--- config.mk ---
export PLATFORM = sky130hd
export DESIGN_NAME = sact_lookup
export DESIGN_NICKNAME = d
export VERILOG_FILES = /design/src/rtl/sact_pkg.sv /design/src/rtl/sact_lookup.sv
export SDC_FILE = /design/constraint.sdc
export NUM_CORES = 1
export LEC_CHECK = 0
export ABC_AREA = 1
export BUFFER_PORTS_ARGS = -buffer_cell sky130_fd_sc_hd__buf_4
export CAP_MARGIN = 5
export CORE_AREA = 2 2 196 198
export DETAILED_ROUTE_END_ITERATION = 12
export DIE_AREA = 0 0 198 200
export GPL_ROUTABILITY_DRIVEN = 0
export SLEW_MARGIN = 20
export SYNTH_ARGS = -nofsm -noshare
export SYNTH_HDL_FRONTEND = slang
export SYNTH_SLANG_ARGS = --single-unit
--- constraint.sdc ---
create_clock -name vclk -period 3
set_input_delay 0.45 -clock vclk [all_inputs]
set_output_delay 0.45 -clock vclk [all_outputs]
set_load 0.03 [all_outputs]
--- src/rtl/sact_pkg.sv ---
// ----------------------------------------------------------------------------
// sact_pkg: shared types, constants and functions of the cache tag store
// Default geometry, fixed field widths, access codes and elaboration helpers.
// ----------------------------------------------------------------------------
package sact_pkg;

  localparam int WAYS_DEF         = 8;
  localparam int LINE_BYTES_DEF   = 64;
  localparam int CACHE_KBYTES_DEF = 32;
  localparam int ADDRESS_BITS_DEF = 40;

  localparam int KBYTE       = 1024;
  localparam int EXT_W       = 64;  // address working width, above any ADDRESS_BITS
  localparam int VICTIM_W    = 3;
  localparam int FILL_WAY_W  = 3;
  localparam int WAY_MAX_W   = 4;   // enough for up to 16 ways
  localparam int COUNT_W     = 32;
  localparam int VICTIM_STEPS = 8;

  localparam logic FUNC_READ  = 1'b0;
  localparam logic FUNC_WRITE = 1'b1;

  typedef struct packed {
    logic hit;
    logic filled;
  } lookup_status_t;

  function automatic int floor_log2(input int v);
    int n;
    int x;
    n = 0;
    x = v;
    for (int i = 0; i < 32; i++) begin
      if (x > 1) begin
        x = x >> 1;
        n = n + 1;
      end
    end
    return n;
  endfunction

  // Reduce a victim code below the way count by repeated subtraction
  function automatic logic [WAY_MAX_W-1:0] reduce_victim(input logic [VICTIM_W-1:0] v,
                                                         input int ways);
    logic [WAY_MAX_W-1:0] r;
    logic [WAY_MAX_W-1:0] w;
    r = WAY_MAX_W'(v);
    w = WAY_MAX_W'(ways);
    for (int i = 0; i < VICTIM_STEPS; i++) begin
      if (ways <= (1 << WAY_MAX_W) - 1 && r >= w) begin
        r = r - w;
      end
    end
    return r;
  endfunction

endpackage

--- src/rtl/sact_lookup.sv ---
// ----------------------------------------------------------------------------
// sact_lookup: tag compare and way selection for one set
// Matches the tag against every valid way, picks the fill way and builds the
// updated row.
// ----------------------------------------------------------------------------
module sact_lookup
  import sact_pkg::*;
#(
  parameter int WAYS  = 8,
  parameter int TAG_W = 28,
  parameter int WAY_W = 3
) (
  input  logic [WAYS*(TAG_W+1)-1:0] row,
  input  logic                      row_live,
  input  logic [TAG_W-1:0]          tag,
  input  logic                      func,
  input  logic [WAY_W-1:0]          victim,
  output lookup_status_t            status,
  output logic [WAY_W-1:0]          fill_way,
  output logic [WAYS*(TAG_W+1)-1:0] row_next
);

  localparam int ENT_W = TAG_W + 1;

  logic [WAYS-1:0]  valid;
  logic [WAYS-1:0]  match;
  logic             free_found;
  logic [WAY_W-1:0] free_way;

  always_comb begin
    for (int w = 0; w < WAYS; w++) begin
      valid[w] = row_live & row[w*ENT_W + TAG_W];
      match[w] = valid[w] && (row[w*ENT_W +: TAG_W] == tag);
    end
  end

  // lowest-numbered invalid way
  always_comb begin
    free_found = 1'b0;
    free_way   = '0;
    for (int w = WAYS - 1; w >= 0; w--) begin
      if (!valid[w]) begin
        free_found = 1'b1;
        free_way   = WAY_W'(w);
      end
    end
  end

  always_comb begin
    status.hit    = |match;
    status.filled = !(|match) && (func == FUNC_READ);
    fill_way      = '0;
    if (status.filled) begin
      fill_way = free_found ? free_way : victim;
    end
  end

  // rebuild the row with live valid bits, install the tag on a fill
  always_comb begin
    for (int w = 0; w < WAYS; w++) begin
      row_next[w*ENT_W + TAG_W]  = valid[w];
      row_next[w*ENT_W +: TAG_W] = row[w*ENT_W +: TAG_W];
      if (status.filled && fill_way == WAY_W'(w)) begin
        row_next[w*ENT_W + TAG_W]  = 1'b1;
        row_next[w*ENT_W +: TAG_W] = tag;
      end
    end
  end

endmodule

# Word-level counts from Yosys, hierarchy flattened
# Index checks and enable logic that the tools add are counted.
[totals]
register_bits = 0
in_bits = 265
output_inout_bits = 237
[classes]
eq_ne = 15
mux = 26
n_bitwise = 9
n_reduce_logical = 20
[ops]
columns = ["op", "count"]
rows = [
  ["$mux W29", 8],
  ["$eq A28 B28 Y1", 8],
  ["$mux W3", 10],
  ["$logic_and A1 B1 Y1", 17],
  ["$eq A3 B3 Y1 const B", 4],
  ["$and A1 B1 Y1", 8],
  ["$mux W1", 8],
  ["$reduce_or A8 Y1", 1],
  ["$eq A3 B2 Y1 const B", 2],
  ["$eq A3 B1 Y1 const B", 1],
  ["$logic_not A3 Y1", 1],
  ["$logic_not A1 Y1", 1],
  ["$not A1 Y1", 1],
]

# Depth between registers and ports, before layout
[logic_depth]
depth_word = 14
depth_mapped = 19

# Worst setup path before layout
# OpenSTA, ideal clock, no wires.
[synth_path]
path_type = "input -> output"
startpoint = "input tag[3]"
endpoint = "output row_next[222]"
t_arrival_ns = 2.591
required_ns = 2.550
slack_ns = -0.041
stages = 16
cell_sequence = "buf_2 buf_4 o21ai_0 nor2_1 nand3_1 nor2_1 nand2_1 nand2_2 nor2_4 nand2_2 nor2_2 nand4_1 buf_2 buf_4 nand2_1 nand2_1"
[synth_lines]
columns = ["element", "line", "rtl"]
rows = [
  ["start, declared", "sact_lookup.sv:15", "input logic [TAG_W-1:0] tag,"],
  ["end, declared", "sact_lookup.sv:20", "output logic [WAYS*(TAG_W+1)-1:0] row_next"],
]

# Worst setup path in the final report
[layout_path]
startpoint = "input tag[11]"
endpoint = "output row_next[42]"
[layout_between]
elab_chain_cells = 9
[layout_rtl]
columns = ["element", "line", "rtl"]
rows = [
  ["$eq A28 B28 Y1", "sact_lookup.sv:33", "match[w] = valid[w] && (row[w*ENT_W +: TAG_W] == tag);"],
  ["$logic_and A1 B1 Y1", "sact_lookup.sv:33", ""],
  ["$reduce_or A8 Y1 *", "sact_lookup.sv:51", "status.filled = !(|match) && (func == FUNC_READ);"],
  ["$logic_not A1 Y1 *", "sact_lookup.sv:51", ""],
  ["$logic_and A1 B1 Y1 *", "sact_lookup.sv:51", ""],
  ["$mux W3", "sact_lookup.sv:53", "if (status.filled) begin"],
  ["$eq A3 B1 Y1", "sact_lookup.sv:63", "if (status.filled && fill_way == WAY_W'(w)) begin"],
  ["$logic_and A1 B1 Y1 *", "sact_lookup.sv:63", ""],
  ["$mux W29 *", "sact_lookup.sv:63", ""],
]
# Every way passes the cells marked *; elsewhere a longest branch is shown, timed or not.

==> results.md <==
Yosys:
- The top cell type's share of synthesized area is 41.2%.
- The Yosys step of the flow raised 0 warnings.
- The biggest area contributor in the post-synthesis netlist is sky130_fd_sc_hd__nand2_1.
- Ranked by instance count, the synthesized netlist is headed by sky130_fd_sc_hd__nand2_1 (851), sky130_fd_sc_hd__inv_1 (167), sky130_fd_sc_hd__nand4_1 (141), sky130_fd_sc_hd__nand3_1 (128), sky130_fd_sc_hd__nor2_1 (106).
- The post-synthesis compound-gate area fraction is between 3 and 4%.
- The share of the yosys chip area belonging to registers is 0%.
- The cell area after synthesis is slightly below 0.008 mm².
- By area the synthesized netlist is led by sky130_fd_sc_hd__nand2_1 (41%), sky130_fd_sc_hd__nand4_1 (11%), sky130_fd_sc_hd__nand3_1 (8.3%), sky130_fd_sc_hd__inv_1 (8.1%), sky130_fd_sc_hd__xnor2_1 (7.3%).
- The most frequent cell after synthesis is sky130_fd_sc_hd__nand2_1.
- Of the post-synthesis cell area, the part taken by muxes is 0%.
- The xor/xnor cell area share of the yosys netlist is between 8 and 9%.
- The dominant combinational cell family by area after synthesis is simple AND/OR/NAND/NOR gates.
- The adder and majority cell fraction of the synthesized area is 0%.
- Counting every net in the synthesized netlist gives 1,955.
- The synthesized area per cell is about 4.6 µm².
- In the synthesized netlist, the number of instances is 1,690.
- The count of different cell masters after synthesis is 27.
- Of the total synthesized cell area, the portion taken by AND, OR, NAND and NOR gates is about 70%.

Pwr:
- IR analysis of the VDD net gives a maximum drop of a little over 0.00009 V.
- The standby leakage power is 0.00909 µW.
- The design draws 2960 µW.
- The power density over the cells is 172 mW/mm².

Status:
- The run finished, with violations left.
- The checks that failed: negative setup slack.

Layout:
- The layout has 0 clock buffers.
- Of the cells placed in the final design, the portion with a size suffix greater than 1 is 47.5%.
- The layout overhead on the synthesized area is 122%.
- The final layout contains a sequential cell count of 0.
- Across the whole layout, storage elements account for 0 µm².
- The post-layout instance area is roughly 0.017 mm².
- Counting the fill cells in the layout gives about 3,800.
- For this run, the post-layout net count is 2,591.
- The final non-filler cell total is roughly 2,800.

Floorplan:
- The number of placement rows is between 70 and 80.
- 502 I/O pins were placed.
- The die span in x is 198 µm.
- The die area is 0.0396 mm².
- The floorplan step set the die height to around 200 µm.
- The area of the core is 0.0374 mm².
- The initial standard-cell utilization of the core is 20.7%.

Placed design:
- OpenSTA, run right after detailed placement, puts the worst setup slack at -0.310 ns.
- The count of placed standard cells including taps is approximately 2,800.
- In this run the tool buffered the top-level ports with 502 buffer cells.
- After legalization and detailed placement, the total HPWL measured ~53,000 µm.
- Once placement finished, the instance area stood at around 0.014 mm².

Route:
- The number of detailed-routing iterations run before antenna repair is 8.
- The DRC violation total after the first TritonRoute iteration is approximately 1,500.
- After detailed routing, the average wire length per cell comes to 25.3 µm.
- The detailed-route wire length is around 70,000 µm.
- The count of unresolved DRC violations after routing is 0.
- The routed layout has between 10,000 and 15,000 vias.
- Dividing the detail-routed via count by the number of cells gives between 5 and 6.
- The detail route stage leaves a number of antenna-violating nets equal to 0.

Hold path:
- In this run the worst hold path is classified as in -> out.

Global routing:
- The total global routing overflow is 0.
- Global routing consumed, over all layers together, about a third of the routing resources.
- The number of global-route vias before repair is about 13,000.
- The number of antenna violations at the first check in global routing was 6.
- The largest net degree at the start of global routing is approximately 60.
- The first global-routing pass estimated about 93,000 µm of wire.

STA:
- Setup repair after global routing could not meet its margin everywhere.
- The tightest slew margin relative to the limit is between 70% and 80%.
- The aggregate negative setup slack is -10.79 ns.
- The final critical path takes up 105% of the cycle.
- The worst setup slack after layout is -0.159 ns.
- The hold violation count in the final report was 0.
- The transition time at the pin with the least slew margin is between 0.3 and 0.4 ns.
- The setup-violating endpoint count in the final report is around 210.
- The routed design could run at a clock period as short as roughly 3.2 ns.
- The number of pins exceeding their max-slew limit in the final report was 0.
- The maximum clock frequency is between 300 and 400 MHz.

Critical path:
- The worst setup path is captured at an output pin.
- The worst setup path is launched from an input pin.
- The peak fanout along the critical path is 7.
- For the worst setup path, the data required time is around 2.6 ns.
- The arrival time at the worst endpoint is ~2.7 ns.
- The type of the setup path with the least slack is in -> out.

CTS:
- The cts-stage hold buffer count is 0.

Job:
- The count of max-cap constraint violations is 0.
-- worst paths after layout --
path / startpoint / end / slack (ns) / cells after the start
max: tag[11] / row_next[42] / -0.16 / 20
min: row[53] / row_next[53] / 1.21 / 4
-- worst max-delay path: stages --
cell and delay, ns:
sky130_fd_sc_hd__buf_12 0.09, sky130_fd_sc_hd__clkinv_8 0.06, sky130_fd_sc_hd__buf_12 0.15, sky130_fd_sc_hd__buf_12 0.12
sky130_fd_sc_hd__nand2_2 0.04, sky130_fd_sc_hd__nand4_1 0.07, sky130_fd_sc_hd__nor2_1 0.12, sky130_fd_sc_hd__nand2_1 0.08
sky130_fd_sc_hd__nor2_1 0.15, sky130_fd_sc_hd__nand2_2 0.09, sky130_fd_sc_hd__nand2_2 0.09, sky130_fd_sc_hd__nor2_4 0.05
sky130_fd_sc_hd__buf_4 0.13, sky130_fd_sc_hd__nand4_4 0.14, sky130_fd_sc_hd__buf_6 0.12, sky130_fd_sc_hd__nand3_4 0.14
sky130_fd_sc_hd__clkbuf_16 0.24, sky130_fd_sc_hd__nand2_1 0.10, sky130_fd_sc_hd__nand2_1 0.09, sky130_fd_sc_hd__buf_6 0.14
-- power by group --
part / internal (µW) / switching (µW)
Sequential: 0 / 0
Clock: 0.000219 / 0
Combinational: 1290 / 1670
Total: 1290 / 1670
-- area by class of cell --
class                      instances  area (µm²)  area share, %
tap                              511         639           3.71
multi-input combinational       1369        7530           43.7
antenna                            5        12.5         0.0726
inverter                         183         786           4.56
timing repair buffer             772        8260           47.9
-- per-layer routing --
layer / vias to the layer above / wire length (µm) / global-route usage [%]
met2: 1113 / 33300 / 55.4
met3: 267 / 7240 / 5.43
met4: 4 / 4030 / 13.8
met5: - / 27 / 0
li1: 6550 / - / -
met1: 6725 / 27200 / 40.8
-- timing repair --
| item | CTS | global route |
|---|---|---|
| pin swaps | 29 | 97 |
| cloned | 10 | 21 |
| buffers inserted | 24 | 16 |
| endpoints found under the setup margin | 234 | 232 |
| resized for setup | 204 | 507 |
| endpoints found under the hold margin | 0 | 0 |
-- metrics by stage --
stage	hold WS [ns]	utilization, %
floorplan	0.947	-
global placement	1.22	36.7
detailed placement	1.23	36.7
CTS	1.23	39.8
global route	1.23	46.1
finish	1.21	46.1
-- cells by family after synthesis --
group / Yosys count
AOI/OAI and AO/OA: 50
and+or+nand+nor: 1245
buffers and inverters: 321
xor gates and xnor gates: 74
-- cell usage in the layout (no fill, tap or decap), drive strengths merged --
cell type and count:
a21oi 5, buf 756, clkbuf 16, clkinv 3
clkinvlp 3, diode 5, inv 177, nand2 854
nand3 131, nand4 143, nor2 113, nor3 4
o211ai 1, o21ai 44, xnor2 65, xor2 9
(Power assumes the default switching activity.)
